### src/hdl/tbpa_pkg.sv
// Shared types and constants of the tiered block pool allocator.
// Used by every module in hdl except tbpa_ram; depends on nothing.
package tbpa_pkg;

  localparam int NUM_POOLS   = 4;
  localparam int MAX_BLOCKS  = 32;
  localparam int POOL_W      = 2;
  localparam int IDX_W       = 5;
  localparam int CNT_W       = 6;
  localparam int SIZE_W      = 16;
  localparam int TRIES_W     = 3;
  localparam int CFG_IDX_W   = 3;
  localparam int QUEUE_DEPTH = 2;
  localparam int RAM_DEPTH   = NUM_POOLS * MAX_BLOCKS;

  localparam logic [SIZE_W:0] SIZE_MARGIN = 17'd16;

  localparam int SMALL_BLOCKS_DEF  = 32;
  localparam int MEDIUM_BLOCKS_DEF = 16;
  localparam int LARGE_BLOCKS_DEF  = 8;
  localparam int HUGE_BLOCKS_DEF   = 4;

  localparam logic [SIZE_W-1:0] SIZE_RESET [NUM_POOLS] =
    '{16'd64, 16'd256, 16'd1024, 16'd4096};

  localparam logic [CFG_IDX_W-1:0] CFG_SMALL  = 3'd0;
  localparam logic [CFG_IDX_W-1:0] CFG_MEDIUM = 3'd1;
  localparam logic [CFG_IDX_W-1:0] CFG_LARGE  = 3'd2;
  localparam logic [CFG_IDX_W-1:0] CFG_HUGE   = 3'd3;

  localparam logic KIND_ALLOC = 1'b0;
  localparam logic KIND_FREE  = 1'b1;

  localparam logic [1:0] ST_OK        = 2'd0;
  localparam logic [1:0] ST_TOO_LARGE = 2'd1;
  localparam logic [1:0] ST_EXHAUSTED = 2'd2;
  localparam logic [1:0] ST_BAD_FREE  = 2'd3;

  typedef struct packed {
    logic              kind;
    logic [SIZE_W-1:0] request_size;
    logic [POOL_W-1:0] block_pool;
    logic [IDX_W-1:0]  block_slot;
  } in_item_t;

  typedef struct packed {
    logic [1:0]         status;
    logic [POOL_W-1:0]  granted_pool;
    logic [IDX_W-1:0]   granted_index;
    logic [CNT_W-1:0]   pool_used;
    logic [CNT_W-1:0]   pool_peak;
    logic [TRIES_W-1:0] failed_tries;
  } out_item_t;

  typedef struct packed {
    logic                 kind;
    logic [NUM_POOLS-1:0] fit;
    logic [POOL_W-1:0]    block_pool;
    logic [IDX_W-1:0]     block_slot;
  } job_t;

  typedef struct packed {
    logic push;
    job_t job;
  } push_t;

  typedef struct packed {
    logic not_empty;
    logic full;
    job_t job;
  } queue_stat_t;

  typedef enum logic {
    BK_IDLE,
    BK_READ
  } back_state_t;

endpackage

### src/hdl/tbpa_ram.sv
// Generic single-write, single-read RAM with registered read data.
// Depends on nothing.
module tbpa_ram #(
  parameter int WIDTH = 8,
  parameter int DEPTH = 16
) (
  input  logic                     clk,
  input  logic                     we,
  input  logic [$clog2(DEPTH)-1:0] waddr,
  input  logic [WIDTH-1:0]         wdata,
  input  logic                     re,
  input  logic [$clog2(DEPTH)-1:0] raddr,
  output logic [WIDTH-1:0]         rdata
);

  logic [WIDTH-1:0] mem_r [DEPTH];
  logic [WIDTH-1:0] rdata_r;

  always_ff @(posedge clk) begin
    if (we) begin
      mem_r[waddr] <= wdata;
    end
    if (re) begin
      rdata_r <= mem_r[raddr];
    end
  end

  assign rdata = rdata_r;

endmodule

### src/hdl/tbpa_front.sv
// Front end: block size registers, item intake and pool fit classification.
// Depends on tbpa_pkg.
module tbpa_front
  import tbpa_pkg::*;
(
  input  logic                 clk,
  input  logic                 rst_n,
  input  logic                 start,
  input  in_item_t             in_item,
  input  logic                 queue_full,
  output logic                 busy,
  output push_t                push,
  input  logic                 cfg_we,
  input  logic [CFG_IDX_W-1:0] cfg_index,
  input  logic [SIZE_W-1:0]    cfg_data
);

  logic [SIZE_W-1:0] size_r   [NUM_POOLS];
  logic [SIZE_W-1:0] size_nxt [NUM_POOLS];
  logic [SIZE_W:0]   need;
  logic [NUM_POOLS-1:0] fit;

  always_comb begin
    for (int p = 0; p < NUM_POOLS; p++) begin
      size_nxt[p] = size_r[p];
    end
    if (cfg_we) begin
      unique case (cfg_index)
        CFG_SMALL:  size_nxt[0] = cfg_data;
        CFG_MEDIUM: size_nxt[1] = cfg_data;
        CFG_LARGE:  size_nxt[2] = cfg_data;
        CFG_HUGE:   size_nxt[3] = cfg_data;
        default: ;
      endcase
    end
  end

  always_ff @(posedge clk) begin
    if (!rst_n) begin
      for (int p = 0; p < NUM_POOLS; p++) begin
        size_r[p] <= SIZE_RESET[p];
      end
    end else begin
      size_r <= size_nxt;
    end
  end

  assign need = {1'b0, in_item.request_size} + SIZE_MARGIN;

  always_comb begin
    for (int p = 0; p < NUM_POOLS; p++) begin
      fit[p] = (need <= {1'b0, size_r[p]});
    end
  end

  assign busy                 = queue_full;
  assign push.push            = start && !queue_full;
  assign push.job.kind        = in_item.kind;
  assign push.job.fit         = fit;
  assign push.job.block_pool  = in_item.block_pool;
  assign push.job.block_slot  = in_item.block_slot;

endmodule

### src/hdl/tbpa_queue.sv
// Short job queue between the front end and the pool engine.
// Depends on tbpa_pkg.
module tbpa_queue
  import tbpa_pkg::*;
(
  input  logic        clk,
  input  logic        rst_n,
  input  push_t       push,
  input  logic        pop,
  output queue_stat_t stat
);

  localparam int QAW = (QUEUE_DEPTH > 1) ? $clog2(QUEUE_DEPTH) : 1;
  localparam int QCW = $clog2(QUEUE_DEPTH + 1);

  job_t           slot_r [QUEUE_DEPTH];
  logic [QAW-1:0] wptr_r, wptr_nxt;
  logic [QAW-1:0] rptr_r, rptr_nxt;
  logic [QCW-1:0] count_r, count_nxt;
  logic           do_push, do_pop;

  assign do_push = push.push && (count_r != QCW'(QUEUE_DEPTH));
  assign do_pop  = pop && (count_r != '0);

  always_comb begin
    wptr_nxt  = wptr_r;
    rptr_nxt  = rptr_r;
    count_nxt = count_r;
    if (do_push) begin
      wptr_nxt = (wptr_r == QAW'(QUEUE_DEPTH - 1)) ? '0 : wptr_r + 1'b1;
    end
    if (do_pop) begin
      rptr_nxt = (rptr_r == QAW'(QUEUE_DEPTH - 1)) ? '0 : rptr_r + 1'b1;
    end
    if (do_push && !do_pop) begin
      count_nxt = count_r + 1'b1;
    end else if (do_pop && !do_push) begin
      count_nxt = count_r - 1'b1;
    end
  end

  always_ff @(posedge clk) begin
    if (!rst_n) begin
      wptr_r  <= '0;
      rptr_r  <= '0;
      count_r <= '0;
    end else begin
      wptr_r  <= wptr_nxt;
      rptr_r  <= rptr_nxt;
      count_r <= count_nxt;
    end
  end

  always_ff @(posedge clk) begin
    if (do_push) begin
      slot_r[wptr_r] <= push.job;
    end
  end

  assign stat.not_empty = (count_r != '0);
  assign stat.full      = (count_r == QCW'(QUEUE_DEPTH));
  assign stat.job       = slot_r[rptr_r];

endmodule

### src/hdl/tbpa_back.sv
// Pool engine: free stacks, allocated bitmap, used and peak counts, results.
// Depends on tbpa_pkg and tbpa_ram.
module tbpa_back
  import tbpa_pkg::*;
#(
  parameter int SMALL_BLOCKS  = SMALL_BLOCKS_DEF,
  parameter int MEDIUM_BLOCKS = MEDIUM_BLOCKS_DEF,
  parameter int LARGE_BLOCKS  = LARGE_BLOCKS_DEF,
  parameter int HUGE_BLOCKS   = HUGE_BLOCKS_DEF
) (
  input  logic        clk,
  input  logic        rst_n,
  input  queue_stat_t qstat,
  output logic        pop,
  output logic        out_valid,
  output out_item_t   out_item
);

  localparam int RAW = $clog2(RAM_DEPTH);
  localparam logic [CNT_W-1:0] BLK [NUM_POOLS] = '{
    CNT_W'(SMALL_BLOCKS), CNT_W'(MEDIUM_BLOCKS),
    CNT_W'(LARGE_BLOCKS), CNT_W'(HUGE_BLOCKS)};

  back_state_t state_r, state_nxt;

  logic [CNT_W-1:0]      depth_r [NUM_POOLS];
  logic [CNT_W-1:0]      depth_nxt [NUM_POOLS];
  logic [CNT_W-1:0]      fill_r [NUM_POOLS];
  logic [CNT_W-1:0]      fill_nxt [NUM_POOLS];
  logic [CNT_W-1:0]      used_r [NUM_POOLS];
  logic [CNT_W-1:0]      used_nxt [NUM_POOLS];
  logic [CNT_W-1:0]      peak_r [NUM_POOLS];
  logic [CNT_W-1:0]      peak_nxt [NUM_POOLS];
  logic [MAX_BLOCKS-1:0] map_r [NUM_POOLS];
  logic [MAX_BLOCKS-1:0] map_nxt [NUM_POOLS];

  logic [POOL_W-1:0]  pool_r, pool_nxt;
  logic [IDX_W-1:0]   pos_r, pos_nxt;
  logic               use_pos_r, use_pos_nxt;
  logic [TRIES_W-1:0] tries_r, tries_nxt;

  logic      out_valid_r, out_valid_nxt;
  out_item_t out_item_r, out_item_nxt;

  logic              ram_we, ram_re;
  logic [RAW-1:0]    ram_waddr, ram_raddr;
  logic [IDX_W-1:0]  ram_wdata, ram_rdata;

  job_t              job;
  logic              found;
  logic [POOL_W-1:0] sel;
  logic [TRIES_W-1:0] tries;
  logic [CNT_W-1:0]  top;
  logic [IDX_W-1:0]  idx;
  logic [POOL_W-1:0] fp;
  logic [IDX_W-1:0]  fi;
  logic              free_ok;
  logic [CNT_W-1:0]  used_inc;

  tbpa_ram #(
    .WIDTH(IDX_W),
    .DEPTH(RAM_DEPTH)
  ) u_stack_ram (
    .clk  (clk),
    .we   (ram_we),
    .waddr(ram_waddr),
    .wdata(ram_wdata),
    .re   (ram_re),
    .raddr(ram_raddr),
    .rdata(ram_rdata)
  );

  assign job = qstat.job;
  assign fp  = job.block_pool;
  assign fi  = job.block_slot;

  // first fitting pool with a free block; earlier fitting pools are exhausted
  always_comb begin
    found = 1'b0;
    sel   = '0;
    tries = '0;
    for (int p = 0; p < NUM_POOLS; p++) begin
      if (!found && job.fit[p]) begin
        if (depth_r[p] == '0 || depth_r[p] > CNT_W'(MAX_BLOCKS)) begin
          tries = tries + 1'b1;
        end else begin
          found = 1'b1;
          sel   = POOL_W'(p);
        end
      end
    end
  end

  assign top     = depth_r[sel] - 1'b1;
  assign free_ok = ({1'b0, fi} < BLK[fp]) && map_r[fp][fi]
                   && (depth_r[fp] < CNT_W'(MAX_BLOCKS));
  assign idx      = use_pos_r ? pos_r : ram_rdata;
  assign used_inc = used_r[pool_r] + 1'b1;

  always_comb begin
    state_nxt     = state_r;
    depth_nxt     = depth_r;
    fill_nxt      = fill_r;
    used_nxt      = used_r;
    peak_nxt      = peak_r;
    map_nxt       = map_r;
    pool_nxt      = pool_r;
    pos_nxt       = pos_r;
    use_pos_nxt   = use_pos_r;
    tries_nxt     = tries_r;
    out_valid_nxt = 1'b0;
    out_item_nxt  = out_item_r;
    pop           = 1'b0;
    ram_we        = 1'b0;
    ram_waddr     = {fp, depth_r[fp][IDX_W-1:0]};
    ram_wdata     = fi;
    ram_re        = 1'b0;
    ram_raddr     = {sel, top[IDX_W-1:0]};

    unique case (state_r)
      BK_IDLE: begin
        if (qstat.not_empty) begin
          pop = 1'b1;
          if (job.kind == KIND_ALLOC) begin
            if (found) begin
              ram_re         = 1'b1;
              depth_nxt[sel] = top;
              // positions below the fill mark still hold their reset index
              use_pos_nxt    = (top < fill_r[sel]);
              if (top < fill_r[sel]) begin
                fill_nxt[sel] = top;
              end
              pool_nxt  = sel;
              pos_nxt   = top[IDX_W-1:0];
              tries_nxt = tries;
              state_nxt = BK_READ;
            end else begin
              out_valid_nxt = 1'b1;
              out_item_nxt  = '0;
              out_item_nxt.status       = (job.fit != '0) ? ST_EXHAUSTED : ST_TOO_LARGE;
              out_item_nxt.failed_tries = tries;
            end
          end else begin
            out_valid_nxt = 1'b1;
            out_item_nxt  = '0;
            if (free_ok) begin
              ram_we            = 1'b1;
              map_nxt[fp][fi]   = 1'b0;
              depth_nxt[fp]     = depth_r[fp] + 1'b1;
              used_nxt[fp]      = (used_r[fp] != '0) ? used_r[fp] - 1'b1 : used_r[fp];
              out_item_nxt.status        = ST_OK;
              out_item_nxt.granted_pool  = fp;
              out_item_nxt.granted_index = fi;
              out_item_nxt.pool_used     = used_nxt[fp];
              out_item_nxt.pool_peak     = peak_r[fp];
            end else begin
              out_item_nxt.status = ST_BAD_FREE;
            end
          end
        end
      end
      BK_READ: begin
        map_nxt[pool_r][idx] = 1'b1;
        used_nxt[pool_r]     = used_inc;
        if (used_inc > peak_r[pool_r]) begin
          peak_nxt[pool_r] = used_inc;
        end
        out_valid_nxt              = 1'b1;
        out_item_nxt.status        = ST_OK;
        out_item_nxt.granted_pool  = pool_r;
        out_item_nxt.granted_index = idx;
        out_item_nxt.pool_used     = used_inc;
        out_item_nxt.pool_peak     = peak_nxt[pool_r];
        out_item_nxt.failed_tries  = tries_r;
        state_nxt                  = BK_IDLE;
      end
      default: state_nxt = BK_IDLE;
    endcase
  end

  always_ff @(posedge clk) begin
    if (!rst_n) begin
      state_r     <= BK_IDLE;
      out_valid_r <= 1'b0;
      for (int p = 0; p < NUM_POOLS; p++) begin
        depth_r[p] <= BLK[p];
        fill_r[p]  <= BLK[p];
        used_r[p]  <= '0;
        peak_r[p]  <= '0;
        map_r[p]   <= '0;
      end
    end else begin
      state_r     <= state_nxt;
      out_valid_r <= out_valid_nxt;
      depth_r     <= depth_nxt;
      fill_r      <= fill_nxt;
      used_r      <= used_nxt;
      peak_r      <= peak_nxt;
      map_r       <= map_nxt;
    end
  end

  always_ff @(posedge clk) begin
    pool_r     <= pool_nxt;
    pos_r      <= pos_nxt;
    use_pos_r  <= use_pos_nxt;
    tries_r    <= tries_nxt;
    out_item_r <= out_item_nxt;
  end

  assign out_valid = out_valid_r;
  assign out_item  = out_item_r;

endmodule

### src/hdl/tiered_block_pool_allocator_top.sv
// Top level of the tiered block pool allocator: front end, job queue, pool engine.
// Depends on tbpa_pkg, tbpa_front, tbpa_queue, tbpa_back (and tbpa_ram below it).
//
//   channel | ports                           | handshake
//   input   | start, busy, in_item            | taken when start && !busy
//   result  | out_valid, out_item             | one-cycle strobe, no backpressure
//   config  | cfg_we, cfg_index, cfg_data     | written when cfg_we, no wait
//
// A free's result is registered when the engine pops it from the job queue; an
// allocate first passes BK_READ, the registered read of the free stack RAM. The
// engine takes one free per cycle and no job while in BK_READ. busy rises when the
// two-entry job queue is full. No clearing pass after reset: a per-pool fill
// mark supplies the initial stack contents. Results are never held off.
module tiered_block_pool_allocator_top
  import tbpa_pkg::*;
#(
  parameter int SMALL_BLOCKS  = SMALL_BLOCKS_DEF,
  parameter int MEDIUM_BLOCKS = MEDIUM_BLOCKS_DEF,
  parameter int LARGE_BLOCKS  = LARGE_BLOCKS_DEF,
  parameter int HUGE_BLOCKS   = HUGE_BLOCKS_DEF
) (
  input  logic                 clk,
  input  logic                 rst_n,
  input  logic                 start,
  output logic                 busy,
  input  in_item_t             in_item,
  output logic                 out_valid,
  output out_item_t            out_item,
  input  logic                 cfg_we,
  input  logic [CFG_IDX_W-1:0] cfg_index,
  input  logic [SIZE_W-1:0]    cfg_data
);

  push_t       push;
  queue_stat_t qstat;
  logic        pop;

  tbpa_front u_front (
    .clk       (clk),
    .rst_n     (rst_n),
    .start     (start),
    .in_item   (in_item),
    .queue_full(qstat.full),
    .busy      (busy),
    .push      (push),
    .cfg_we    (cfg_we),
    .cfg_index (cfg_index),
    .cfg_data  (cfg_data)
  );

  tbpa_queue u_queue (
    .clk  (clk),
    .rst_n(rst_n),
    .push (push),
    .pop  (pop),
    .stat (qstat)
  );

  tbpa_back #(
    .SMALL_BLOCKS (SMALL_BLOCKS),
    .MEDIUM_BLOCKS(MEDIUM_BLOCKS),
    .LARGE_BLOCKS (LARGE_BLOCKS),
    .HUGE_BLOCKS  (HUGE_BLOCKS)
  ) u_back (
    .clk      (clk),
    .rst_n    (rst_n),
    .qstat    (qstat),
    .pop      (pop),
    .out_valid(out_valid),
    .out_item (out_item)
  );

endmodule

### config.mk
export PLATFORM = sky130hd
export DESIGN_NAME = tiered_block_pool_allocator_top
export DESIGN_NICKNAME = d
export VERILOG_FILES = /design/src/hdl/tbpa_pkg.sv /design/src/hdl/tbpa_ram.sv /design/src/hdl/tbpa_front.sv /design/src/hdl/tbpa_queue.sv /design/src/hdl/tbpa_back.sv /design/src/hdl/tiered_block_pool_allocator_top.sv
export SDC_FILE = /design/constraint.sdc
export NUM_CORES = 2
export LEC_CHECK = 0
export ABC_AREA = 1
export BUFFER_PORTS_ARGS = -buffer_cell sky130_fd_sc_hd__buf_2
export CAP_MARGIN = 40
export CORE_UTILIZATION = 40
export DETAILED_ROUTE_END_ITERATION = 8
export PLACE_DENSITY = 0.57
export REMOVE_ABC_BUFFERS = 1
export SLEW_MARGIN = 5
export SYNTH_ARGS = -nofsm -noshare
export SYNTH_HDL_FRONTEND = slang
export SYNTH_SLANG_ARGS = --single-unit
### constraint.sdc
create_clock -name clk -period 4.3 [get_ports clk]
set_input_delay 0.645 -clock clk [delete_from_list [all_inputs] [get_ports clk]]
set_output_delay 0.645 -clock clk [all_outputs]
set_load 0.01 [all_outputs]
==> metrics <==
status finished clean; critical path's largest stage delay 630 ps; Via density 5.42; hold_buf cts 0; clk root buf clkbuf_16; fraction of registers with async set/reset 0%; CP endpoint kind flip-flop; via count around 39000; number of DRC markers in iteration 0 around 4100; CP most frequent cell nor2_1; aggregate routed wire length roughly 150 mm; Synth Warn # 0; Yosys reg bits about 1000; fmax 239 MHz; Final Setup Violations 0; Detailed Routing Iterations Pass 1 5; post-synth design cell area ~0.048 mm2; Core ar. 0.118 mm2; IO buf count 72; CP Buf/Inv Count 4; hold_sp in_item[2]; detailed placement HPWL ~90 mm; # DRC 0; setup TNS 0 ps; unrepaired setup endpoints after global routing true; worst path cell trace inv_2 -> nand2_1 -> nand2_4 -> nor2_8 -> inv_2 -> buf_4 -> o22ai_1 -> nor2_1 -> o21a_1 -> inv_1 -> nor2_1 -> nand2_1 -> nor2_1; Min-Delay Path Class primary input to flip-flop; num rows between 100 and 150; R2R depth 13; flop-to-flop setup slack approximately 110 ps; max-cap violations 0; period utilization between 90% and 100%; Die X 348 um; Worst Skew 61.6 ps; Primary FF master, synth edfxtp_1; Final ANT Viol Nets 0; Reg clk slew, reported paths 60 ps; Post-synth EDFFs 704; Layout Cells excl Fill between 7000 and 8000; CTS tree built; final core occ 45.9%; Netlist cell types 60; Hold Fails Final Rpt 0; cell count along the critical path 13; Slew headroom 37.1%; CTS H-tree depth 3; most common cell after layout, fill and taps aside nand2_1; hold endpoint u_queue.slot_r[0][2]$_DFFE_PP_; first-pass GRT wire length about 220 mm; area of the die approximately 0.12 mm2; Post-Syn Area per Cell 8.85 um2; Post-layout nets 5592; CTS sink count 999; Max FO, Critical Path 18; critical path type flip-flop to flip-flop; Clk Latency, worst-skew pair around 740 ps; Worst Tran Pin Value 942 ps; Final min period 4190 ps; GPL Wtd Cong 0.915; Crit-path slowest cell nor2_1; post-synthesis sequential area ratio 56.4%; Worst Path Required 4680 ps; CTS max path bufs 3; All-Layer GR Usage around a quarter; Placed Instance Area 0.0507 mm2; antenna violations before repair 1; dpl cells 6945; crit path launch type flip-flop; crit-path leading delay family simple AND/OR/NAND/NOR gates; Arr. time, crit path approximately 4600 ps; Ant. Diodes 0; most frequent cells in the layout nand2_1, edfxtp_1, inv_1; area delta synth->final 13.3%; fraction of final layout cells sized beyond drive strength 1 roughly 9%; total congestion overflow 0; IO Pins 73; vias in the first global route between 30000 and 40000; clock buffer count from CTS ~110; die height 348 um; fin area 0.0543 mm2; FF-to-FF End u_back.u_stack_ram.mem_r[25][3]$_DFFE_PP_; Initial Util between 40% and 50%; WL/cell roughly 20 um; Min-Delay Path Depth 1; Post-Synthesis Cells 5420; largest net degree at the start of global routing 156; fin. max-slew vios 0
-- metrics by stage --
step	setup WS [ps]	hold WS, ps
after detailed placement	-144	437
after CTS	6.33	55.1
after floorplan	-12250	419
after global placement	-93.5	436
after global routing	-12.0	72.9
final	112	102
-- layer usage --
layer  part of all wire, %  routed length (um)  track usage [%]
met1                    44               63700             32.8
met2                    46               67000             37.7
met3                   7.2               10600             3.33
met4                   3.5                5170             9.15
met5                     0                   0                0
-- cell type report --
cell class,count,area (um2)
sequential,999,27100
timing repair buffer,246,2100
multi-input combinational,3436,17200
fill,11300,64100
tap,1600,2000
inverter,669,2540
clock buffer,145,2980
clock inverter,55,482
-- worst max path at each step --
stage / from / end / slack, ps
finish: flip-flop / u_back.u_stack_ram.mem_r[25][3]$_DFFE_PP_ / 110
global route: flip-flop / u_back.u_stack_ram.mem_r[67][4]$_DFFE_PP_ / -10
CTS: flip-flop / u_back.u_stack_ram.mem_r[122][2]$_DFFE_PP_ / 6
detailed placement: flip-flop / u_back.out_item[21]$_DFFE_PP_ / -140
global placement: flip-flop / u_back.out_item[21]$_DFFE_PP_ / -90
floorplan: flip-flop / u_back.fill_r[18]$_SDFFE_PN0P_ / -12250
-- sequential cells by signal (all words and copies together), names as in the netlist, named ones only --
name                      count
u_back.out_valid              1
u_back.pos_r                  5
u_queue.count_r               2
u_back.used_r                24
u_queue.slot_r               24
u_back.out_item              24
u_back.peak_r                24
u_back.fill_r                24
u_back.state_r                1
u_back.u_stack_ram.rdata      5
u_back.u_stack_ram.mem_r    640
u_back.map_r                128
u_back.pool_r                 2
u_queue.wptr_r                1
u_back.use_pos_r              1
u_queue.rptr_r                1
u_front.size_r               64
u_back.depth_r               24
u_back.tries_r                3
-- worst reg2reg max path, delay by kind of cell, from the launching register on --
family,cells,cell delay [ps]
AND/OR/NAND/NOR,7,2150
buffers and inverters,4,960
flip-flops,1,380
AO/OA/AOI/OAI,2,340
-- cells in the mapped netlist (all sizes together), types with 3 or more instances --
master,n,share of area [%]
nor4,7,0.091
clkbuf,168,1.3
o211ai,54,0.85
a22oi,18,0.28
xor2,18,0.34
xnor2,4,0.073
nand2,1134,9.0
a21oi,322,3.4
o21bai,5,0.078
a221oi,5,0.091
clkinv,6,0.047
o31ai,6,0.094
o311ai,21,0.38
a211oi,6,0.094
inv,663,5.2
or2,10,0.13
nor2,465,3.7
a21boi,3,0.047
nand3,552,5.8
ha,86,2.2
o21a,13,0.20
edfxtp,704,44
a22o,3,0.055
o21ai,392,4.2
a21o,3,0.047
dfxtp,295,12
o221ai,12,0.22
a31oi,52,0.68
nor3,15,0.18
buf,148,1.7
nand4,107,1.5
o22ai,111,1.4
-- repair_timing --
action	CTS	global route
setup endpoints to repair	17	616
setup buffers	1	3
pin swaps	1	2
hold endpoints to repair	0	0
gates resized for setup	4	38
cloned	0	1
-- cell families after synthesis --
family	synth area share [%]
compound gates	12.2
mux	0.0444
buf+inv	8.25
xor+xnor	0.417
simple gates	20.4
flops	56.4
fa+ha+maj	2.24
Power is left out: the tool's default activity adds up to more than one toggle a clock period on the data nets, which glitch-free logic cannot reach.
